**src/design/lsf_pkg.sv**
```systemverilog
`default_nettype none
// ----------------------------------------------------------------------------
// lsf_pkg
// Shared types and constants of the Laplacian / sharpen 3x3 filter.
// ----------------------------------------------------------------------------
package lsf_pkg;

    localparam int PIX_W   = 8;
    localparam int COORD_W = 10;
    localparam int CFG_W   = 11;
    localparam int CIDX_W  = 2;
    localparam int ACC_W   = 12;
    localparam int LINE_W  = 2 * PIX_W;

    localparam logic [CIDX_W-1:0] CFG_FRAME_WIDTH   = 2'd0;
    localparam logic [CIDX_W-1:0] CFG_FRAME_HEIGHT  = 2'd1;
    localparam logic [CIDX_W-1:0] CFG_KERNEL_SELECT = 2'd2;

    localparam logic [CFG_W-1:0] RST_FRAME_WIDTH  = 11'd5;
    localparam logic [CFG_W-1:0] RST_FRAME_HEIGHT = 11'd4;

    typedef struct packed {
        logic row_ge1;
        logic row_ge2;
        logic col_ge1;
        logic col_ge2;
        logic last_col;
        logic last_row;
    } pos_flags_t;

endpackage
`default_nettype wire

```
**src/design/lsf_emit.sv**
```systemverilog
`default_nettype none
// ----------------------------------------------------------------------------
// lsf_emit
// Filter stage: cross kernel over the window, result sequencing, line
// store write-back and the output register.
// ----------------------------------------------------------------------------
module lsf_emit #(
    parameter int CW = 10,
    parameter int RW = 10
) (
    input  wire logic                        clk,
    input  wire logic                        rst_n,
    input  wire logic                        load,
    input  wire logic [lsf_pkg::PIX_W-1:0]   px,
    input  wire logic [RW-1:0]               row,
    input  wire logic [CW-1:0]               col,
    input  wire lsf_pkg::pos_flags_t         flags,
    input  wire logic                        kernel_sel,
    input  wire logic [lsf_pkg::LINE_W-1:0]  line_word,
    output logic                             can_load,
    output logic                             mem_we,
    output logic      [CW-1:0]               mem_addr,
    output logic      [lsf_pkg::LINE_W-1:0]  mem_wdata,
    output logic                             res_valid,
    input  wire logic                        res_ready,
    output logic      [lsf_pkg::COORD_W-1:0] out_row,
    output logic      [lsf_pkg::COORD_W-1:0] out_col,
    output logic      [lsf_pkg::PIX_W-1:0]   out_value,
    output logic                             run_last
);

    localparam int PW = lsf_pkg::PIX_W;
    localparam int AW = lsf_pkg::ACC_W;

    logic          s1_valid_reg;
    logic [2:0]    s1_mask_reg;
    logic [PW-1:0] s1_px_reg;
    logic [RW-1:0] s1_row_reg;
    logic [CW-1:0] s1_col_reg;
    logic          s1_int_reg;

    logic [PW-1:0] win_up_reg, win_cen_reg, win_dn_reg, win_left_reg;

    logic                      res_valid_reg;
    logic [lsf_pkg::COORD_W-1:0] res_row_reg, res_col_reg;
    logic [PW-1:0]             res_value_reg;
    logic                      res_last_reg;

    logic [PW-1:0] up1, up2;
    logic [AW-1:0] acc;
    logic [PW-1:0] filt;
    logic [2:0]    sel, mask_after;
    logic          out_load, emit_now, retire;
    logic [RW-1:0] row_m1;
    logic [CW-1:0] col_m1;
    logic [RW-1:0] sel_row;
    logic [CW-1:0] sel_col;
    logic [PW-1:0] sel_value;

    assign up1 = line_word[PW-1:0];
    assign up2 = line_word[2*PW-1:PW];

    always_comb
    begin
        acc = {2'b00, win_cen_reg, 2'b00}
            + (kernel_sel ? {4'b0000, win_cen_reg} : AW'(0))
            - {4'b0000, win_up_reg}
            - {4'b0000, win_left_reg}
            - {4'b0000, up1}
            - {4'b0000, win_dn_reg};
        if (acc[AW-1])
        begin
            filt = '0;
        end
        else if (acc[AW-2:PW] != '0)
        begin
            filt = '1;
        end
        else
        begin
            filt = acc[PW-1:0];
        end
    end

    always_comb
    begin
        sel = 3'b000;
        priority if (s1_mask_reg[0])
        begin
            sel = 3'b001;
        end
        else if (s1_mask_reg[1])
        begin
            sel = 3'b010;
        end
        else if (s1_mask_reg[2])
        begin
            sel = 3'b100;
        end
    end

    assign row_m1 = RW'(s1_row_reg - RW'(1));
    assign col_m1 = CW'(s1_col_reg - CW'(1));

    always_comb
    begin
        unique case (sel)
            3'b001:
            begin
                sel_row   = row_m1;
                sel_col   = col_m1;
                sel_value = s1_int_reg ? filt : win_cen_reg;
            end
            3'b010:
            begin
                sel_row   = row_m1;
                sel_col   = s1_col_reg;
                sel_value = up1;
            end
            default:
            begin
                sel_row   = s1_row_reg;
                sel_col   = s1_col_reg;
                sel_value = s1_px_reg;
            end
        endcase
    end

    assign mask_after = s1_mask_reg & ~sel;
    assign out_load   = !res_valid_reg || res_ready;
    assign emit_now   = s1_valid_reg && (s1_mask_reg != 3'b000) && out_load;
    assign retire     = s1_valid_reg
                      && ((s1_mask_reg == 3'b000) || (emit_now && (mask_after == 3'b000)));
    assign can_load   = !s1_valid_reg || retire;

    assign mem_we    = retire;
    assign mem_addr  = s1_col_reg;
    assign mem_wdata = {up1, s1_px_reg};

    // stage control
    always_ff @(posedge clk or negedge rst_n)
    begin
        if (!rst_n)
        begin
            s1_valid_reg <= 1'b0;
            s1_mask_reg  <= 3'b000;
        end
        else if (load)
        begin
            s1_valid_reg <= 1'b1;
            s1_mask_reg  <= {flags.last_row,
                             flags.row_ge1 && flags.last_col,
                             flags.row_ge1 && flags.col_ge1};
        end
        else if (retire)
        begin
            s1_valid_reg <= 1'b0;
            s1_mask_reg  <= 3'b000;
        end
        else if (emit_now)
        begin
            s1_mask_reg <= mask_after;
        end
    end

    always_ff @(posedge clk)
    begin
        if (load)
        begin
            s1_px_reg  <= px;
            s1_row_reg <= row;
            s1_col_reg <= col;
            s1_int_reg <= flags.row_ge2 && flags.col_ge2;
        end
    end

    // shift the window on retire
    always_ff @(posedge clk or negedge rst_n)
    begin
        if (!rst_n)
        begin
            win_up_reg   <= '0;
            win_cen_reg  <= '0;
            win_dn_reg   <= '0;
            win_left_reg <= '0;
        end
        else if (retire)
        begin
            win_up_reg   <= up2;
            win_cen_reg  <= up1;
            win_dn_reg   <= s1_px_reg;
            win_left_reg <= win_cen_reg;
        end
    end

    // output register
    always_ff @(posedge clk or negedge rst_n)
    begin
        if (!rst_n)
        begin
            res_valid_reg <= 1'b0;
        end
        else if (emit_now)
        begin
            res_valid_reg <= 1'b1;
        end
        else if (res_ready)
        begin
            res_valid_reg <= 1'b0;
        end
    end

    always_ff @(posedge clk)
    begin
        if (emit_now)
        begin
            res_row_reg   <= lsf_pkg::COORD_W'(sel_row);
            res_col_reg   <= lsf_pkg::COORD_W'(sel_col);
            res_value_reg <= sel_value;
            res_last_reg  <= (mask_after == 3'b000);
        end
    end

    assign res_valid = res_valid_reg;
    assign out_row   = res_row_reg;
    assign out_col   = res_col_reg;
    assign out_value = res_value_reg;
    assign run_last  = res_last_reg;

endmodule
`default_nettype wire

```
**config.mk**
```make
export PLATFORM = sky130hd
export DESIGN_NAME = lsf_emit
export DESIGN_NICKNAME = d
export VERILOG_FILES = /design/src/design/lsf_pkg.sv /design/src/design/lsf_emit.sv
export SDC_FILE = /design/constraint.sdc
export NUM_CORES = 1
export LEC_CHECK = 0
export BUFFER_PORTS_ARGS = -buffer_cell sky130_fd_sc_hd__buf_2
export CAP_MARGIN = 20
export CORE_UTILIZATION = 45
export CTS_CLUSTER_SIZE = 16
export DETAILED_ROUTE_END_ITERATION = 16
export MAX_ROUTING_LAYER = met4
export PLACE_DENSITY = 0.72
export SYNTH_ARGS = -nofsm -noshare
export SYNTH_HDL_FRONTEND = slang
export SYNTH_SLANG_ARGS = --single-unit
export TNS_END_PERCENT = 1
```
**constraint.sdc**
```tcl
create_clock -name clk -period 9.4 [get_ports clk]
set_input_delay 0 -clock clk [delete_from_list [all_inputs] [get_ports clk]]
set_output_delay 0 -clock clk [all_outputs]
set_load 0.02 [all_outputs]
```
## Word level (Yosys, flattened, before mapping)

Cells that the tools add are included.

- Muxes and demuxes: 17
- Reduce and logical (&&, ||, !) cells: 20
- Add/sub/neg operators: 7
- Equality and inequality tests: 2
- Bitwise logic cells: 2

Operators with widths:

| operator | number |
|---|---|
| 12-bit by 8-bit subtractor with 12-bit output | 3 |
| 8-bit 2-to-1 mux | 4 |
| 10-bit 2-to-1 mux | 2 |
| 10-bit by 1-bit subtractor with 10-bit output (second input constant) | 2 |
| 3-bit 2-to-1 mux | 6 |
| 8-bit one-hot mux with 2 select lines | 1 |
| 11-bit by 8-bit subtractor with 12-bit output | 1 |
| 10-bit by 8-bit adder with 11-bit output | 1 |
| 3-bit nonzero test | 3 |
| 1-bit logical AND | 7 |
| 3-bit logical NOT | 2 |
| 1-bit 2-to-1 mux | 4 |
| 2-bit nonzero test | 2 |
| 3-bit AND | 1 |
| 3-bit by 1-bit == test with 1-bit output (second input constant) | 1 |
| 3-bit by 2-bit == test with 1-bit output (second input constant) | 1 |
| 1-bit logical OR | 3 |
| 3-bit inverter | 1 |
| 1-bit logical NOT | 2 |
| 2-bit OR reduction | 1 |

- Word-level logic and storage cells: 63
- Bits of input ports: 55
- Output and inout bits: 58
- Register bits after elaboration: 95

## Depth between registers and ports, before layout

Gate-level depths: netlist of the first run.

- Depth in word-level cells: 11
- Gate-level depth with buffers: 14
- Gate-level depth less buffers: 14

## Least setup slack after synthesis of the first run

Ideal clock, no wire load.

- Path type: register to register
- Start point: register win_cen_reg[4]
- End point: register res_value_reg[0], in the netlist out_value[0] (data pin)
- Clock period less this slack: 4086 ps
- Data required time: 9126 ps
- Arrival time: 3812 ps
- Library setup time: 274 ps
- Buffers on the path: 0
- Setup slack: 5314 ps
- Cell stages (with the launch flop): 15
- Cell sequence: dfrtp_1 nand2_1 fa_1 inv_1 fa_1 inv_1 fa_1 inv_1 ha_1 a21o_1 a31oi_2 a21oi_2 or3_4 a2111oi_4 o32ai_2

- Word-level cells in the longest chain between the ends: 11

RTL lines:

| what | line | text |
|---|---|---|
| start: declaration | lsf_emit.sv:42 | `logic [PW-1:0] win_up_reg, win_cen_reg, win_dn_reg, win_left_reg;` |
| start signal: assignment | lsf_emit.sv:190 | `win_cen_reg <= up1;` |
| 8-bit 2-to-1 mux | lsf_emit.sv:66 | `+ (kernel_sel ? {4'b0000, win_cen_reg} : AW'(0))` |
| 10-bit by 8-bit adder with 11-bit output * | lsf_emit.sv:66 |  |
| 11-bit by 8-bit subtractor with 12-bit output * | lsf_emit.sv:67 | `- {4'b0000, win_up_reg}` |
| 12-bit by 8-bit subtractor with 12-bit output * | lsf_emit.sv:68 | `- {4'b0000, win_left_reg}` |
| 12-bit by 8-bit subtractor with 12-bit output * | lsf_emit.sv:69 | `- {4'b0000, up1}` |
| 12-bit by 8-bit subtractor with 12-bit output * | lsf_emit.sv:70 | `- {4'b0000, win_dn_reg};` |
| 3-bit nonzero test | lsf_emit.sv:75 | `else if (acc[AW-2:PW] != '0)` |
| 8-bit 2-to-1 mux | lsf_emit.sv:75 |  |
| 8-bit 2-to-1 mux * | lsf_emit.sv:71 | `if (acc[AW-1])` |
| 8-bit 2-to-1 mux * | lsf_emit.sv:112 | `sel_value = s1_int_reg ? filt : win_cen_reg;` |
| 8-bit one-hot mux with 2 select lines * | lsf_emit.sv:107 | `unique case (sel)` |
| named net sel_value[0] | lsf_emit.sv:58 | `logic [PW-1:0] sel_value;` |
| end signal: assignment | lsf_emit.sv:219 | `res_value_reg <= sel_value;` |
| end: declaration | lsf_emit.sv:46 | `logic [PW-1:0] res_value_reg;` |

The timed path passes the listed nets; every way through them passes the cells marked *.
A chain may end at the register's enable or synchronous reset.

## Worst setup path in the final report of the first run

- Start point: register win_cen_reg[4]
- End point: register res_value_reg[7], in the netlist out_value[7] (data pin)

Same word-level chain as after synthesis.

==> impl_metrics.py, run 1 <==
metrics = {
    "cells_and_area": {
        "drive_gt1_frac": 0.237,
        "final_cell_count_no_fill": 784,
        "antenna_cells": 0,
        "nets": 739,
        "area_growth_pct": 26.5,
    },
    "detailed_routing": {
        "firstDrtPassIters": 10,
        "dr_total_vias": 4039,
        "wl_per_cell_um": 16.3,
        "drt-total-wl_mm": 12.8,
        "ant_nets": 0,
        "viasPerCell": 5.15,
        "drc": 3,
        "initialDrtViolationCount": 281,
    },
    "sta": {
        "clock.fmax_mhz": 226,
        "tightest_slew_ns": 0.950,
        "rsz0062_at_grt": "no",
        "slew_headroom": 0.365,
        "report.final.slew_viol_count": 0,
        "period_share": 0.471,
        "setup_viol": 0,
        "tns_ns": 0,
        "setup_slack_ns": 4.97,
        "hold_violations": 0,
        "fin_crit_ns": 4.43,
        "finClkSkew_ns": 0.0105,
    },
    "min_path": {
        "min-delay-start": "line_word[0]",
        "min_delay_worst_endpoint": "win_cen_reg[0]",
        "hold_path.class": "input pin to flop",
        "hold-path-cell-count": 3,
    },
    "floorplanning": {
        "initial_core_util": 0.469,
        "rows": 39,
        "core_um2": 11600,
        "fp.dieW_um": 112,
        "pin_count": 113,
        "dieArea_um2": 12600,
        "dieHeight_um": 112,
    },
    "logic_synthesis": {
        "synth_enable_flop_cells": 58,
        "synth_cells": 481,
        "synth_nets": 584,
        "synth_seq_cells": 95,
        "synthFlopType": "edfxtp_1",
        "seq_area_frac_synth": 0.489,
        "synth_area_um2": 5450,
        "synthArstFlopShare": 0.389,
        "syn_area_per_cell_um2": 11.3,
        "yosysWarnings": 0,
        "ys_types": 60,
    },
    "grt": {
        "grt_max_degree": 38,
        "gr-total-overflow": 0,
        "track_usage": 0.224,
        "antenna_found_initial": 0,
        "grt_pass1_wl_mm": 20.7,
        "grt_pass1_vias": 4103,
    },
    "placement": {
        "numPortBuffers": 112,
        "globalplace.congestion": 0.870,
        "pre_cts_slack_ns": 5.03,
        "dp.cells": 717,
        "hpwlAfterDp_mm": 9.05,
    },
    "power_and_ir_drop": {
        "total_power_mw": 2.49,
        "leakage_nw": 3.07,
        "powerDensity_nw_per_um2": 362,
        "peakVddDrop_uv": 197,
    },
    "worst_setup_path": {
        "rr_worst_depth": 14,
        "cp.required_ns": 9.46,
        "crit_fanout": 6,
        "criticalPathCategory": "flop to flop",
        "start_kind": "flop",
        "rrSetupSlack_ns": 4.97,
        "r2r-end": "out_value[7]",
        "r2r-start": "win_cen_reg[4]",
        "critical_path_arrival_ns": 4.49,
        "endpoint_kind": "flop",
    },
    "clock_network": {
        "cts-root-buf": "clkbuf_16",
        "clock_latency_ns": 0.35,
        "numCtsBuffers": 9,
        "h-tree-depth": 3,
        "cts_hold_buf": 51,
        "cts.sinks": 95,
        "cts_buffer_depth": 2,
        "cts_setup_buffers": 0,
        "clkTransAtPathRegs_ns": 0.07,
        "post_cts_resized": 0,
        "cts_tree": "yes",
    },
    "outcome": {
        "violations": "DRC",
        "outcome": "finished with violations",
    },
    "run": {
        "maxCapViolations": 0,
    },
}
==> Yosys cell counts, drive strengths merged, types with 3 or more instances <==
library cell  instances  area share
a211oi                8       0.012
a21o                  5      0.0071
a21oi                17       0.018
a221oi                5       0.011
and2                  9       0.010
buf                  13       0.015
clkbuf                9      0.0062
dfrtp                37        0.17
edfxtp               58        0.32
fa                   31        0.11
ha                   17       0.039
inv                  78       0.054
mux2                  6       0.012
mux2i                 3      0.0055
nand2                37       0.025
nand2b                4      0.0046
nand3                20       0.018
nor2                 14      0.0096
nor2b                 7      0.0080
nor3                  3      0.0028
nor4                  4      0.0046
o21a                  3      0.0041
o21ai                40       0.037
o221ai                3      0.0048
xnor2                11       0.018
xor2                 11       0.018
==> power by group <==
group          switching, mW  total [mW]  leakage (nW)  internal, mW
Clock                  0.158       0.354         0.136         0.196
Combinational          0.959        1.59          1.93         0.631
Sequential            0.0393       0.550          1.01         0.511
Total                   1.16        2.49          3.07          1.34
==> critical path, cell delays in order (launching register included) <==
cell	delay, ns
dfrtp_1	0.45
nand2_1	0.10
fa_1	0.48
inv_1	0.05
fa_1	0.48
inv_1	0.06
fa_1	0.52
inv_1	0.04
ha_1	0.38
a21o_1	0.25
a221oi_1	0.50
nor3b_2	0.27
o211ai_2	0.18
a21oi_4	0.27
a22oi_1	0.12
==> cell usage in the layout (no fill, tap or decap), types with 13 or more instances in the layout <==
cell type,n
buf_2,112
nand2_1,37
edfxtp_1,58
fa_1,31
a21oi_1,15
nand3_1,20
nor2_1,13
ha_1,17
dfrtp_1,37
o21ai_0,36
dlygate4sd3_1,51
inv_1,78
==> per-layer routing <==
metal,track usage,vias up,wire length (um)
li1,-,1939,-
met1,0.288,1925,5550
met2,0.348,155,6060
met3,0.0448,20,868
met4,0.0960,0,269
met5,-,-,0
==> cell families (layout without fill, tap and decap cells) <==
logic type	after synthesis	count (layout)	share of synthesized area
simple gates	113	113	0.106
mux	9	9	0.0179
xor+xnor	22	22	0.0354
fa+ha+maj	49	49	0.155
buf+inv	100	260	0.0753
compound gates	93	93	0.121
flops	95	95	0.489
==> stage by stage <==
step | hold WS, ns | area (um2) | utilization
floorplan | -0.296 | 5450 | -
global placement | 0.151 | 6100 | 0.525
detailed placement | 0.170 | 6100 | 0.525
CTS | 0.00900 | 6890 | 0.594
global route | 0.0384 | 6890 | 0.594
finish | 0.0100 | 6890 | 0.594
==> layout make-up <==
class,instances,area (um2)
fillers,961,4720
flip-flops and latches,95,2670
multi-input cells,286,2370
repair buffers,166,1090
inverters,78,293
clock buffers,13,260
well taps,143,179
clock inverters,3,25.0
==> how the worst max path moves through the flow <==
stage | startpoint | to | slack, ns | cells past startpoint
after floorplan | win_cen_reg[4] | out_value[0] | 5.31 | 14
after CTS | win_cen_reg[2] | out_value[7] | 5.00 | 14
after detailed placement | win_cen_reg[2] | out_value[7] | 5.03 | 14
after global placement | win_cen_reg[6] | out_value[0] | 5.11 | 13
after global routing | win_cen_reg[2] | out_value[7] | 4.77 | 14
final | win_cen_reg[4] | out_value[7] | 4.97 | 14
Note: power is estimated with default switching activity, not from simulation.
==> inputs of run 2 (changes only) <==
clock period = 4.2 ns   (was 9.4 ns; I/O delays follow)
==> run 2 against run 1 <==
The flow still finishes with violations (DRC). Highest routed layer unchanged. Wire length up 2.5%. Register-to-register slack worse by 4.8 ns. Clock power rose by 120%. Flip-flop and latch count unchanged. Hold slack gained 0.0016 ns. Global-route usage down 0.31 points. Cell area up 3.7%. Largest cell class unchanged.
==> impl_metrics.py, run 2 (synthesis results as in run 1) <==
metrics = {
    "outcome": {
        "outcome": "finished with violations",
        "violations": "DRC",
    },
    "worst_setup_path": {
        "crit_fanout": 6,
        "r2r-end": "out_value[0]",
        "endpoint_kind": "flop",
        "critical_path_arrival_ns": 4.17,
        "cp.required_ns": 4.29,
        "criticalPathCategory": "flop to flop",
        "endpoint": "out_value[0]",
        "path_cells": "buf_4 > fa_1 > inv_1 > fa_1 > inv_1 > fa_1 > ha_1 > nor2_1 > a21oi_1 > or2_2 > or3_4 > a2111oi_4 > o32ai_2",
        "path_common_cell": "fa_1",
        "cp_slowest_cell": "fa_1",
        "rr_worst_depth": 13,
        "rrSetupSlack_ns": 0.12,
        "r2r-start": "win_cen_reg[4]",
        "crit_path_max_incr_delay_ns": 0.53,
        "start_kind": "flop",
        "cp-startpoint": "win_cen_reg[4]",
    },
    "detailed_routing": {
        "drc": 3,
        "met3_wirelength_um": 608,
        "wl_met2_mm": 6.27,
        "initialDrtViolationCount": 175,
        "viasPerCell": 5.13,
        "routed.top_layer": "met4",
        "wl_per_cell_um": 16.2,
        "drt-total-wl_mm": 13.1,
        "ant_nets": 0,
        "drt-met1-wl_mm": 5.90,
        "firstDrtPassIters": 10,
        "dr_total_vias": 4136,
    },
    "sta": {
        "hold_violations": 0,
        "tightest_slew_ns": 0.848,
        "fin_crit_ns": 4.08,
        "setup_slack_ns": 0.122,
        "slew_headroom": 0.435,
        "clock.fmax_mhz": 245,
        "rsz0062_at_grt": "yes",
        "finClkSkew_ns": 0.00750,
        "period_share": 0.971,
        "report.final.slew_viol_count": 0,
        "setup_viol": 0,
    },
    "power_and_ir_drop": {
        "clkPwrFrac": 0.122,
        "pwr-share-comb": 0.688,
        "power_frac_seq": 0.189,
        "leakage_nw": 3.18,
        "netSwitchingFraction": 0.448,
        "total_switching_power_mw": 2.88,
        "powerDensity_nw_per_um2": 899,
        "peakVddDrop_uv": 632,
        "intPower_mw": 3.55,
    },
    "floorplanning": {
        "rows": 39,
        "core_um2": 11600,
        "pin_count": 113,
        "dieArea_um2": 12600,
        "fp.dieW_um": 112,
        "dieHeight_um": 112,
        "initial_core_util": 0.469,
    },
    "cells_and_area": {
        "antenna_cells": 0,
        "final_common_cell": "buf_2",
        "area_growth_pct": 31.2,
        "layout_common_cells": "112 x buf_2, 73 x inv_1, 58 x edfxtp_1",
        "drive_gt1_frac": 0.296,
        "final_core_util": 0.615,
        "nets": 761,
    },
    "run": {
        "maxCapViolations": 0,
    },
    "placement": {
        "numPortBuffers": 112,
        "globalplace.congestion": 0.825,
        "hpwlAfterDp_mm": 9.36,
        "pre_cts_slack_ns": -0.0220,
    },
    "grt": {
        "grt_pass1_vias": 4151,
        "antenna_found_initial": 0,
        "gr-total-overflow": 0,
        "grt_pass1_wl_mm": 20.6,
        "grt_max_degree": 38,
        "track_usage": 0.221,
    },
    "clock_network": {
        "numCtsBuffers": 9,
        "h-tree-depth": 3,
        "cts_buffer_depth": 2,
        "clock_latency_ns": 0.35,
        "clkTransAtPathRegs_ns": 0.07,
        "cts_tree": "yes",
        "cts-root-buf": "clkbuf_16",
        "cts.sinks": 95,
    },
    "min_path": {
        "hold_path.class": "input pin to flop",
    },
}
## run 2: cell types whose count changed in the layout (fill, tap and decap cells not counted), moves of 2 or more
cell,change
clkbuf_8,-2
clkinv_2,+2
inv_2,+5
ha_4,+3
fa_2,+3
dlygate4sd3_1,-2
buf_4,+24
clkbuf_1,-2
fa_1,-3
ha_1,-4
inv_1,-5
## run 2: cell type report
type | count | area (um2)
clock buffer | 9 | 225
timing repair buffer | 188 | 1250
sequential | 95 | 2670
fill | 946 | 4470
multi-input combinational | 286 | 2470
clock inverter | 7 | 55.1
inverter | 78 | 293
tap | 143 | 179
## run 2: power by group through the flow
stage / combinational (mW) / clock [mW] / sequential, mW
global route: 4.84 / 0.836 / 1.23
floorplan: 2.65 / 0 / 1.28
CTS: 4.03 / 0.797 / 1.22
global placement: 3.79 / 0 / 1.23
finish: 4.43 / 0.785 / 1.22
detailed placement: 3.85 / 0 / 1.24
## run 2: critical path, delay by kind of cell (launching register included)
| family | cells | cell delay (ns) |
|---|---|---|
| flops | 1 | 0.38 |
| simple gates | 3 | 0.83 |
| buf+inv | 3 | 0.27 |
| compound gates | 3 | 0.57 |
| fa+ha+maj | 4 | 1.77 |
## run 2: stage by stage
stage / std cells / setup TNS, ns / area (um2) / total power [mW] / hold WS (ns)
after detailed placement: 739 / -0.0285 / 6260 / 5.09 / 0.136
after global routing: 806 / -0.0262 / 7150 / 6.91 / 0.0188
after CTS: 804 / 0 / 7050 / 6.04 / 0.000347
final: 806 / 0 / 7150 / 6.43 / 0.0116
after floorplan: 481 / 0 / 5450 / 3.93 / -0.296
after global placement: 739 / -0.109 / 6260 / 5.02 / 0.132
## run 2: worst min-delay path by stage
stage | start | endpoint | slack, ns | depth (start not counted)
finish | line_word[3] | win_cen_reg[3] | 0.01 | 3
global route | line_word[4] | win_cen_reg[4] | 0.02 | 3
CTS | line_word[4] | win_cen_reg[4] | 0.0003 | 3
detailed placement | rst_n | win_cen_reg[6] | 0.14 | 1
global placement | rst_n | win_up_reg[6] | 0.13 | 1
floorplan | rst_n | res_valid | -0.30 | 0
## run 2: metal layers
layer	global-route usage	vias to the layer above
met5	-	-
li1	-	1991
met2	0.349	135
met3	0.0378	24
met4	0.0889	0
met1	0.285	1986
## run 2: repair_timing
action | CTS | global route
endpoints found under the hold margin | 82 | 0
cloned | 0 | 0
resized for setup | 3 | 20
endpoints found under the setup margin | 6 | 7
setup buffers | 0 | 2
pin swaps | 0 | 12
hold buffers | 49 | 0
