## config.mk

```make
export PLATFORM = sky130hd
export DESIGN_NAME = lsf_pos_ctr
export DESIGN_NICKNAME = d
export VERILOG_FILES = /design/src/design/lsf_pkg.sv /design/src/design/lsf_pos_ctr.sv
export SDC_FILE = /design/constraint.sdc
export NUM_CORES = 1
export LEC_CHECK = 0
export ABC_AREA = 1
export BUFFER_PORTS_ARGS = -buffer_cell sky130_fd_sc_hd__buf_2
export CORE_AREA = 2 2 76 78
export DETAILED_ROUTE_END_ITERATION = 8
export DIE_AREA = 0 0 78 80
export PLACE_DENSITY = 0.65
export SETUP_SLACK_MARGIN = 0.1
export SYNTH_ARGS = -nofsm -noshare
export SYNTH_HDL_FRONTEND = slang
export SYNTH_SLANG_ARGS = --single-unit
```

## constraint.sdc

```tcl
create_clock -name clk -period 7.3 [get_ports clk]
set_input_delay 0.73 -clock clk [delete_from_list [all_inputs] [get_ports clk]]
set_output_delay 0.73 -clock clk [all_outputs]
set_load 0.1 [all_outputs]
```

## src/design/lsf_pkg.sv

```systemverilog
`default_nettype none
// ----------------------------------------------------------------------------
// lsf_pkg
// Shared types and constants of the Laplacian / sharpen 3x3 filter.
// ----------------------------------------------------------------------------
package lsf_pkg;

    localparam int PIX_W   = 8;
    localparam int COORD_W = 10;
    localparam int CFG_W   = 11;
    localparam int CIDX_W  = 2;
    localparam int ACC_W   = 12;
    localparam int LINE_W  = 2 * PIX_W;

    localparam logic [CIDX_W-1:0] CFG_FRAME_WIDTH   = 2'd0;
    localparam logic [CIDX_W-1:0] CFG_FRAME_HEIGHT  = 2'd1;
    localparam logic [CIDX_W-1:0] CFG_KERNEL_SELECT = 2'd2;

    localparam logic [CFG_W-1:0] RST_FRAME_WIDTH  = 11'd5;
    localparam logic [CFG_W-1:0] RST_FRAME_HEIGHT = 11'd4;

    typedef struct packed {
        logic row_ge1;
        logic row_ge2;
        logic col_ge1;
        logic col_ge2;
        logic last_col;
        logic last_row;
    } pos_flags_t;

endpackage
`default_nettype wire

```

## src/design/lsf_pos_ctr.sv

```systemverilog
`default_nettype none
// ----------------------------------------------------------------------------
// lsf_pos_ctr
// Raster position counters with effective frame size and border flags.
// ----------------------------------------------------------------------------
module lsf_pos_ctr #(
    parameter int MAX_WIDTH  = 1024,
    parameter int MAX_HEIGHT = 1024,
    parameter int CW         = $clog2(MAX_WIDTH),
    parameter int RW         = $clog2(MAX_HEIGHT)
) (
    input  wire logic                     clk,
    input  wire logic                     rst_n,
    input  wire logic [lsf_pkg::CFG_W-1:0] frame_width,
    input  wire logic [lsf_pkg::CFG_W-1:0] frame_height,
    input  wire logic                     restart,
    input  wire logic                     advance,
    output logic      [CW-1:0]            col,
    output logic      [RW-1:0]            row,
    output lsf_pkg::pos_flags_t           flags
);

    localparam int CEW = CW + 1;
    localparam int REW = RW + 1;
    localparam int CXW = (CEW > lsf_pkg::CFG_W) ? CEW : lsf_pkg::CFG_W;
    localparam int RXW = (REW > lsf_pkg::CFG_W) ? REW : lsf_pkg::CFG_W;

    logic [CW-1:0]  col_reg, col_next;
    logic [RW-1:0]  row_reg, row_next;
    logic [CXW-1:0] w_x;
    logic [RXW-1:0] h_x;
    logic [CEW-1:0] w_eff;
    logic [REW-1:0] h_eff;

    always_comb
    begin
        w_x = CXW'(frame_width);
        h_x = RXW'(frame_height);
        if (w_x == '0)
        begin
            w_x = CXW'(1);
        end
        else if (w_x > CXW'(MAX_WIDTH))
        begin
            w_x = CXW'(MAX_WIDTH);
        end
        if (h_x == '0)
        begin
            h_x = RXW'(1);
        end
        else if (h_x > RXW'(MAX_HEIGHT))
        begin
            h_x = RXW'(MAX_HEIGHT);
        end
        w_eff = CEW'(w_x);
        h_eff = REW'(h_x);
    end

    always_comb
    begin
        flags.row_ge1  = (row_reg != '0);
        flags.row_ge2  = (row_reg[RW-1:1] != '0);
        flags.col_ge1  = (col_reg != '0);
        flags.col_ge2  = (col_reg[CW-1:1] != '0);
        flags.last_col = ({1'b0, col_reg} == CEW'(w_eff - CEW'(1)));
        flags.last_row = ({1'b0, row_reg} == REW'(h_eff - REW'(1)));
    end

    always_comb
    begin
        col_next = col_reg;
        row_next = row_reg;
        if (restart)
        begin
            col_next = '0;
            row_next = '0;
        end
        else if (advance)
        begin
            if (flags.last_col)
            begin
                col_next = '0;
                row_next = flags.last_row ? '0 : RW'(row_reg + RW'(1));
            end
            else
            begin
                col_next = CW'(col_reg + CW'(1));
            end
        end
    end

    always_ff @(posedge clk or negedge rst_n)
    begin
        if (!rst_n)
        begin
            col_reg <= '0;
            row_reg <= '0;
        end
        else
        begin
            col_reg <= col_next;
            row_reg <= row_next;
        end
    end

    assign col = col_reg;
    assign row = row_reg;

endmodule
`default_nettype wire

```

# Word-level counts from Yosys, hierarchy flattened
# Cells that the tools add are included.
[word_totals]
reg_bits = 20
latchBits = 0
mem_bits_rw = 0
rom_bits = 0
inputBits = 26
output_inout_bits = 26
elab_cells = 30
n_memories = 0
[classes]
addsub = 4
n_mul = 0
div_mod_pow = 0
order_cmp = 2
eq_ne = 2
shifts = 0
mux = 11
bitwise_logic = 0
reduce_logical = 9
[op_table]
columns = ["op", "n"]
rows = [
  ["2-to-1 mux 10 bit", 7],
  ["2-to-1 mux 11 bit", 4],
  ["== test 10 x 11 -> 1 bit", 2],
  ["> comparator 11 bit (second input constant)", 2],
  ["logical NOT 11 bit", 2],
  ["subtractor 11 x 1 -> 11 bit (second input constant)", 2],
  ["adder 10 x 1 -> 10 bit (second input constant)", 2],
  ["nonzero test 10 bit", 2],
  ["nonzero test 9 bit", 2],
  ["nonzero test 2 bit", 2],
  ["AND reduction 2 bit", 1],
]

# Depth between registers and ports, before layout
# Gate-level depths: netlist of the first run.
[logic_depth]
ltp_word = 9
depth_mapped = 22

# Worst setup path before layout of the first run
# No wires, ideal clock.
[synth_timing]
path_kind = "input to output"
startpoint = "input frame_width[8] (netlist name)"
endpoint = "output flags[1] (netlist name)"
t_arrival_ps = 2792
required_ps = 6570
slack_ps = 3778
stages = 15
cell_sequence = "nor2_1 nand3_1 nor2_1 nor2_1 nor2_1 inv_1 ha_1 inv_1 nor2_2 or2_2 nand3_1 nand2_1 nor2_2 nand3_2 inv_1"
[synth_rtl]
columns = ["element", "line", "source"]
rows = [
  ["from (decl)", "lsf_pos_ctr.sv:14", "input wire logic [lsf_pkg::CFG_W-1:0] frame_width,"],
  ["to (decl)", "lsf_pos_ctr.sv:20", "output lsf_pkg::pos_flags_t flags"],
]

==> results by group, run 1 <==
GRT
  – Vias in the first global route: 2,270
  – Initial antenna violation count: 0
  – All-Layer GR Usage: 19.5%
  – Global route overflow: 0
  – Largest net degree at the start of global routing: 21
  – First-pass GRT wire length: 10.1 mm

Setup path
  – Depth of the worst register-to-register path: 9
  – Worst EP required: 6.57 ns
  – Crit-path max FO: 19
  – Worst Path Class, Setup: input pin to output port
  – CP Data Arrival Time: ~3.6 ns
  – CP Capture Type: output port
  – Critical Path Start Type: input pin

Placed design
  – Port Buffers: just over 50
  – Placer Congestion: 0.905
  – DP HPWL: between 4 and 5 mm

CTS
  – CTS clk-pin slew, worst paths: 0.08 ns
  – Clk sinks: 20
  – TritonCTS clock tree: built
  – CTS root buf: clkbuf_8
  – CTS Hold Bufs: 0
  – CTS buffer count: 3
  – # Post-CTS Setup Buffers: 0
  – Worst skew pair latency: ~0.26 ns
  – Post-CTS sizing: 0
  – Clock tree buffer depth: 2
  – # H-tree levels: 1

Drt
  – DR WL/cell: around 12 µm
  – Post-route ant nets: 0
  – Total Routed Length: 5.98 mm
  – Iter 0 DRT Violations: 89
  – DRC: 0
  – DR vias/cell: 4.90
  – Drt pass-1 iters: 4
  – Via count: 2,531

Worst hold path
  – Worst Hold Class: input pin to async pin

Cells and area
  – Area Overhead vs Synth: 14.5%
  – Share of layout cells above drive strength 1: between 10% and 20%
  – Fillers: 607
  – Diodes inserted: 0
  – # nets final: 478
  – Commonest non-fill, non-tap cell in the layout: nand2_1
  – Final core utilization: 48.9%
  – Area of the multi-input gates: 1550 µm²
  – Register area: roughly 500 µm²
  – Most frequent cells in the layout: 133 x nand2_1, 58 x nor2_1, 51 x inv_1, 51 x buf_2, 42 x nand3_1

Logic synthesis
  – Top-area cell type share of the netlist area: 21.7%
  – Synth area leaders: dfrtp_1 22%, nand2_1 22%, nor2_1 9.4%
  – Synth Register Bits: 20
  – Post-Syn Area per Cell: 5.80 µm²
  – Distinct cells, synth: 27
  – Cells after Synth: roughly 400
  – Ys Warns: 0
  – Syn_nets: 430
  – Synth Cell Area: between 2000 and 2500 µm²
  – Seq/Total Area, Yosys: 21.7%
  – Synth area leader: dfrtp_1

STA
  – Fin Setup TNS: 0 ns
  – RSZ-0062 raised after global routing: false
  – Slew margin rel.: 57.3%
  – Transition time of the tightest slew-check pin: 0.632 ns
  – Hold Fails Final Rpt: 0
  – Final min period: 4.29 ns
  – Clock Skews: 0.00107 ns
  – Max-slew violations: 0
  – Max Fclk: 233 MHz
  – Tcrit/Tclk final: 58.7%
  – Endpoints failing setup: 0

Floorplan
  – Chip height: roughly 80 µm
  – Core Region: 5410 µm²
  – Die W: 78 µm
  – Initial core utilization: 42.7%
  – Cell row count: 27
  – Die ar.: 6240 µm²
  – I/O pin count: 52

Outcome
  – Outcome: complete, no violations

Flow run
  – Max cap viols: 0

Power and ir drop
  – Leak pwr: 0.00142 µW
  – Cell Pwr Density: 192 nW/µm²
  – Max IR drop VDD: 0.147 mV
## metrics by stage
stage | total power [µW] | hold WS, ns | worst slack [ns] | instances | area, µm²
final | 507 | 0.413 | 3.01 | 517 | 2640
after global routing | 539 | 0.436 | 2.74 | 517 | 2640
after CTS | 509 | 0.427 | 2.99 | 517 | 2640
after detailed placement | 423 | 0.539 | 2.99 | 513 | 2590
after global placement | 421 | 0.525 | 3.07 | 513 | 2590
after floorplan | 368 | 0.434 | 3.78 | 398 | 2310
## cell families after synthesis
| kind of cell | synth area share [%] |
|---|---|
| xor gates and xnor gates | 7.53 |
| adders and majority gates | 3.25 |
| buffers and inverters | 11.3 |
| DFF | 21.7 |
| AOI/OAI and AO/OA | 8.13 |
| and+or+nand+nor | 48.1 |
## Yosys cell counts, drive strengths merged
cell type	instances
nor2	62
nand4	10
xnor2	2
o41ai	2
ha	6
inv	52
a21oi	5
buf	7
nand3	43
nor3	8
dfrtp	20
o21ai	23
or2	2
nand3b	1
nor4	2
nand2	135
clkbuf	1
xor2	17
## layout make-up
type                            instances  share of cell area, %
Timing Repair Buffer                   51                   9.66
Inverter                               52                   7.39
Sequential cell                        20                   18.9
Multi-Input combinational cell        318                   58.5
Clock buffer                            4                   2.08
Tap cell                               72                   3.41
## final timing paths
kind	startpoint	to	slack (ns)
worst max-delay path	frame_height[3]	flags[0]	3.01
worst min-delay path	rst_n	row[4]	0.41
worst max register to register	col[3]	row[5]	5.30
worst min register to register	row[4]	row[4]	0.56
max in group asynchronous	rst_n	col[9]	6.57
min in group clk	row[4]	row[4]	0.56
## critical path, cell delays in order
cell     delay (ns)
buf_2          0.14
nor2_1         0.14
nand3_1        0.12
o21ai_4        0.38
nand2_1        0.21
ha_1           0.34
inv_1          0.10
nand3_1        0.08
nand3_1        0.10
nand2_1        0.05
nor2_1         0.07
nand2_1        0.06
nor2_1         0.09
nand3_1        0.09
nor2_2         0.34
buf_2          0.51
## power breakdown
group	total, µW	leakage [µW]	internal [µW]	switching (µW)
clock	86.0	0.0000288	48.0	38.0
sequential	136	0.000274	119	16.2
combinational	286	0.00112	58.9	227
total	507	0.00142	226	281
## per-layer routing
metal / share of wire, % / vias to the layer above / GRT usage, %
li1: - / 1356 / -
met1: 53 / 1129 / 29.3
met2: 43 / 42 / 30.0
met3: 2.9 / 4 / 1.70
met4: 0.72 / 0 / 4.91
met5: 0 / - / 0
Power figures use the tool's default switching activity.
==> run 2: changes to the inputs <==
- PLACE_DENSITY: 0.65 -> 0.68
- clock period: 7.3 -> 3.7 ns (I/O delays scaled with it)
==> run 2 against run 1 <==
Worst setup slack worse by 2.5 ns; wire length down 0.43%; global-route usage down 0.072 points; hold slack worse by 0.36 ns; sequential power up 96%; via count up 1.5%.
==> results by group, run 2 (synthesis results as in run 1) <==
Outcome
  – Outcome: complete, no violations

GRT
  – First-pass GRT wire length: 9.96 mm (-1.4%)
  – Largest net degree at the start of global routing: 21 (unchanged)
  – All-Layer GR Usage: 19.4% (-0.072 points)
  – Initial antenna violation count: 0 (unchanged)
  – Vias in the first global route: 2,227 (-1.9%)
  – Global route overflow: 0 (unchanged)

Cells and area
  – Most frequent cells in the layout: 133 x nand2_1, 58 x nor2_1, 51 x inv_1
  – Diodes inserted: 0 (unchanged)
  – Commonest non-fill, non-tap cell in the layout: nand2_1
  – Share of layout cells above drive strength 1: 15.7% (unchanged)
  – Area Overhead vs Synth: 14.9%
  – # nets final: 479 (+0.21%)

Setup path
  – Worst Path Class, Setup: input pin to output port
  – Worst R2R End: row[9]
  – CP Data Arrival Time: 2.78 ns (-0.78 ns)
  – Crit-path max FO: 19 (unchanged)
  – Reg-to-reg slack, setup: 1.68 ns (-3.62 ns)
  – Worst EP required: 3.33 ns (-3.24 ns)
  – Worst flop-to-flop path startpoint: row[1]
  – Critical Path Start Type: input pin
  – CP Capture Type: output port
  – Depth of the worst register-to-register path: 13 (+4)

CTS
  – TritonCTS clock tree: built
  – # H-tree levels: 1 (unchanged)
  – Worst skew pair latency: 0.26 ns (about the same)
  – CTS clk-pin slew, worst paths: 0.07 ns (about the same)
  – # Post-CTS Setup Buffers: 0 (unchanged)
  – Clock tree buffer depth: 2 (unchanged)
  – Post-CTS sizing: 0 (unchanged)
  – Clk sinks: 20 (unchanged)
  – CTS Hold Bufs: 0 (unchanged)
  – CTS root buf: clkbuf_8
  – CTS buffer count: 3 (unchanged)

Worst hold path
  – Worst Hold Class: input pin to async pin

STA
  – Slew margin rel.: 56.7% (-0.67 points)
  – Final min period: around 3.1 ns
  – Max-slew violations: 0 (unchanged)
  – Clock Skews: 0.00646 ns (+0.00540 ns)
  – Fin Setup TNS: 0 ns (unchanged)
  – Max Fclk: 318 MHz
  – Hold slack: 0.0505 ns (-0.362 ns)
  – Transition time of the tightest slew-check pin: 0.642 ns (+0.00989 ns)
  – Endpoints failing setup: 0 (unchanged)
  – Tcrit/Tclk final: 85.0%
  – RSZ-0062 raised after global routing: false
  – Hold Fails Final Rpt: 0 (unchanged)

Floorplan
  – Chip height: 80 µm (unchanged)
  – I/O pin count: 52 (unchanged)
  – Die ar.: 6240 µm² (unchanged)
  – Initial core utilization: 42.7% (unchanged)
  – Cell row count: 27 (unchanged)
  – Core Region: 5410 µm² (unchanged)
  – Die W: 78 µm (unchanged)

Drt
  – DRC: 0 (unchanged)
  – DR vias/cell: 4.97 (+1.5%)
  – Post-route ant nets: 0 (unchanged)
  – Total Routed Length: 5.95 mm (-0.43%)
  – DR WL/cell: 11.5 µm (-0.43%)
  – Via count: 2,569 (+1.5%)
  – Iter 0 DRT Violations: 150 (+69%)
  – Drt pass-1 iters: 5 (+1)

Power and ir drop
  – Cell Pwr Density: 367 nW/µm² (+91%)
  – Total chip power: 974 µW (+92%)
  – Max IR drop VDD: 0.417 mV (+180%)
  – Leak pwr: 0.00142 µW (about the same)

Placed design
  – Port Buffers: 51 (unchanged)
  – Placer Congestion: 0.889 (-1.7%)
  – DP HPWL: 4.75 mm (-1.9%)

Flow run
  – Max cap viols: 0 (unchanged)
## run 2: changes by cell type in the layout (fill, tap and decap cells not counted)
cell      delta
buf_2        -1
buf_12       +1
clkbuf_8     -1
buf_4        +1
## run 2: metal layers
metal	wire, µm	share of wire, %	global-route usage, %	vias up
met2	2520	42	30.5	74
met5	0	0	0	-
met3	337	5.7	2.15	5
met4	57	0.96	5.44	0
li1	-	-	-	1356
met1	3040	51	28.1	1134
## run 2: per-stage QoR
step	setup slack [ns]	cells	area (µm²)	util, %
final	0.553	517	2650	49.1
after global routing	0.291	517	2650	49.1
after CTS	0.557	517	2650	49.1
after detailed placement	0.570	514	2610	48.3
after global placement	0.635	514	2610	48.3
after floorplan	0.877	398	2310	-
## run 2: worst max-delay path, stage by stage
cell     delay, ns
buf_2         0.14
nor2_1        0.14
nand3_1       0.12
o21ai_4       0.39
nand2_1       0.21
ha_1          0.33
inv_1         0.10
nand3_1       0.08
nand3_1       0.11
nand2_1       0.05
nor2_1        0.10
nand2_1       0.06
nor2_1        0.09
nand3_1       0.10
nor2_2        0.18
buf_12        0.20
## run 2: how the worst max path moves through the flow
stage | from | endpoint
global placement | frame_height[3] | flags[0]
finish | frame_height[3] | flags[0]
global route | frame_height[3] | flags[0]
detailed placement | frame_height[3] | flags[0]
CTS | frame_height[3] | flags[0]
floorplan | col[3] | flags[1]
## run 2: area by class of cell
class / instances / area [µm²]
fill: 579 / 2750
multi-input combinational: 318 / 1550
sequential: 20 / 500
timing repair buffer: 52 / 278
inverter: 52 / 195
tap: 72 / 90.1
clock buffer: 3 / 41.3
## run 2: where the power goes
part / internal [µW] / total, µW / switching (µW)
logic: 117 / 564 / 447
clock network: 72.6 / 144 / 71.7
registers: 236 / 266 / 30.0
total: 425 / 974 / 548
==> run 3: changes to the inputs <==
- ABC_AREA: 1 -> default
- CORE_AREA: 2 2 76 78 -> 10 10 83 85
- DIE_AREA: 0 0 78 80 -> 0 0 93 95
- PLACE_DENSITY: 0.68 -> 0.69
==> run 3 against run 2 <==
Register-to-register slack got worse by 0.44 ns; largest power group is now sequential cells; clock-buffer cell count unchanged; cell count decreased by 18%; critical path depth decreased by 4; non-clock buffer count increased by 10; die area increased by 42%; critical path type unchanged; wire length increased by 13%.
==> results by group, run 3 <==
Outcome
  – Outcome: complete, no violations

Logic synthesis
  – Synth Flop Type: dfrtp_1
  – Synth area leaders: dfrtp_1 22%, inv_1 4.3%, nor2_1 3.9%
  – Syn_nets: 334 (-22%)
  – Seq/Total Area, Yosys: 21.9% (+0.26 points)
  – Count leader, synth: inv_1
  – Cells after Synth: 302 (-24%)
  – Distinct cells, synth: 62 (+130%)
  – Top-area cell type share of the netlist area: 21.9% (+0.26 points)
  – Ys Warns: 0 (unchanged)
  – Synth Register Bits: 20 (unchanged)
  – Synth Cell Area: 2280 µm² (-1.2%)
  – Most frequent cells after synthesis: 26 x inv_1, 24 x nor2_1, 20 x dfrtp_1
  – Post-Syn Area per Cell: 7.55 µm² (+30%)
  – Post-synth EDFFs: 0 (unchanged)
  – Synth area leader: dfrtp_1
  – Async S/R FF share, synth: 100% (unchanged)

Drt
  – Iter 0 DRT Violations: 149 (-0.67%)
  – Post-route ant nets: 0 (unchanged)
  – Via count: 2,555 (-0.54%)
  – DR vias/cell: 6.03 (+21%)
  – Total Routed Length: 6.75 mm (+13%)
  – DR WL/cell: 15.9 µm (+38%)
  – Drt pass-1 iters: 5 (unchanged)
  – DRC: 0 (unchanged)

Power and ir drop
  – Cell Pwr Density: 199 nW/µm² (-46%)
  – Leak pwr: 0.00119 µW (-16%)
  – Max IR drop VDD: 0.113 mV (-73%)
  – Total chip power: 545 µW (-44%)

Floorplan
  – Cell row count: 27 (unchanged)
  – Core Region: 5340 µm² (-1.2%)
  – Die W: 93 µm (+19%)
  – I/O pin count: 52 (unchanged)
  – Die ar.: 8840 µm² (+42%)
  – Chip height: 95 µm (+19%)
  – Initial core utilization: 42.7% (about the same)

CTS
  – CTS root buf: clkbuf_8
  – CTS buffer count: 3 (unchanged)
  – Worst skew pair latency: 0.26 ns (about the same)
  – CTS clk-pin slew, worst paths: 0.07 ns (about the same)
  – # H-tree levels: 1 (unchanged)
  – Clk sinks: 20 (unchanged)
  – Clock tree buffer depth: 2 (unchanged)
  – TritonCTS clock tree: built

Placed design
  – DP HPWL: 5.23 mm (+10%)
  – Placer Congestion: 0.944 (+6.2%)
  – Port Buffers: 51 (unchanged)

Setup path
  – Critical Path Start Type: input pin
  – Depth of the worst register-to-register path: 9 (-4)
  – Worst EP required: 3.33 ns (about the same)
  – CP Data Arrival Time: 3.06 ns (+0.28 ns)
  – Worst Path Class, Setup: input pin to output port
  – Worst flop-to-flop path startpoint: col[5]
  – Crit-path max FO: 5 (-14)
  – Crit path from: frame_height[7]
  – CP Capture Type: output port

Cells and area
  – Share of layout cells above drive strength 1: 24.1% (+8.4 points)
  – Fillers: 547 (-5.5%)
  – Area Overhead vs Synth: 20.2%
  – Diodes inserted: 0 (unchanged)
  – Commonest non-fill, non-tap cell in the layout: buf_2
  – # nets final: 386 (-19%)
  – Most frequent cells in the layout: 49 x buf_2, 26 x inv_1, 24 x nor2_1

Worst hold path
  – Worst Hold Class: input pin to async pin

STA
  – Clock Skews: 0.00356 ns (-0.00290 ns)
  – Hold Fails Final Rpt: 0 (unchanged)
  – Transition time of the tightest slew-check pin: 0.660 ns (+0.0184 ns)
  – Tcrit/Tclk final: 92.6% (+7.5 points)
  – Fin Setup TNS: 0 ns (unchanged)
  – RSZ-0062 raised after global routing: true
  – Endpoints failing setup: 0 (unchanged)
  – Slew margin rel.: 55.6% (-1.1 points)
  – Final min period: 3.43 ns (+0.279 ns)
  – Max Fclk: 292 MHz (-8.1%)
  – Max-slew violations: 0 (unchanged)

GRT
  – Global route overflow: 0 (unchanged)
  – Initial antenna violation count: 0 (unchanged)
  – All-Layer GR Usage: 15.0% (-4.5 points)
  – Vias in the first global route: 2,464 (+11%)
  – First-pass GRT wire length: 11.4 mm (+15%)
  – Largest net degree at the start of global routing: 21 (unchanged)

Flow run
  – Max cap viols: 0 (unchanged)
==> run 3: final timing paths <==
check | slack [ns] | to
worst min register to register | 0.65 | row[5]
worst min-delay path | 0.06 | row[3]
min in group clk | 0.44 | col[1]
worst max register to register | 1.24 | row[8]
worst max-delay path | 0.27 | flags[0]
max in group asynchronous | 3.32 | row[8]
==> run 3: metrics by stage <==
| stage | cell area (µm²) | hold slack [ns] | setup WS (ns) | utilization [%] | cells |
|---|---|---|---|---|---|
| floorplan | 2280 | 0.0744 | 0.125 | - | 302 |
| detailed placement | 2660 | 0.348 | 0.140 | 49.8 | 419 |
| global route | 2740 | 0.0785 | 0.0304 | 51.4 | 424 |
| finish | 2740 | 0.0580 | 0.274 | 51.4 | 424 |
| global placement | 2660 | 0.340 | 0.227 | 49.8 | 419 |
| CTS | 2700 | 0.0752 | 0.140 | 50.6 | 422 |
==> run 3: kinds of logic (layout without fill, tap and decap cells) <==
| family | count (synthesis) | after routing | share of synthesized area (%) |
|---|---|---|---|
| buffers and inverters | 41 | 91 | 7.24 |
| flip-flops | 20 | 20 | 21.9 |
| AO/OA/AOI/OAI | 79 | 79 | 25.8 |
| AND/OR/NAND/NOR | 134 | 134 | 33.0 |
| XOR/XNOR | 18 | 18 | 6.91 |
| adder cells (fa/ha/maj) | 6 | 6 | 3.29 |
| multiplexers | 4 | 4 | 1.81 |
==> run 3: where the power goes <==
group          total, µW  switching (µW)  internal, µW  leakage, µW
Sequential           224            3.79           220     0.000278
Clock                141            68.8          72.5    0.0000216
Combinational        180             119          60.5     0.000889
Total                545             192           353      0.00119
==> run 3: cell type report <==
class	count	area, µm²	share of cell area, %
clock buffers	3	41.3	1.51
flip-flops and latches	20	500	18.3
repair buffers	62	368	13.4
well taps	72	90.1	3.29
multi-input cells	241	1640	60.0
inverters	26	97.6	3.56
==> run 3: repair_timing <==
action | 4_1_cts | 5_1_grt
gates resized for setup | 0 | 5
buffers inserted | 0 | 2
hold buffers | 0 | 0
endpoints found under the hold margin | 0 | 0
endpoints found under the setup margin | 0 | 9
==> run 3: layer usage <==
metal  global-route usage, %  up-vias  wire (µm)
met5                       0        -          0
met4                    1.80        0         42
met3                    3.57        7        461
met2                    25.4       98       3280
met1                    19.3     1219       2960
li1                        -     1231          -
==> run 3: critical path, cell delays in order <==
cell and delay, ns:
buf_2 0.12, nor4_4 0.35, nand3b_1 0.17, nor3_2 0.15
o21ai_0 0.10, ha_1 0.31, xor2_2 0.19, a221o_1 0.38
a2111oi_2 0.33, o2111a_1 0.25, and2_4 0.16, buf_12 0.16
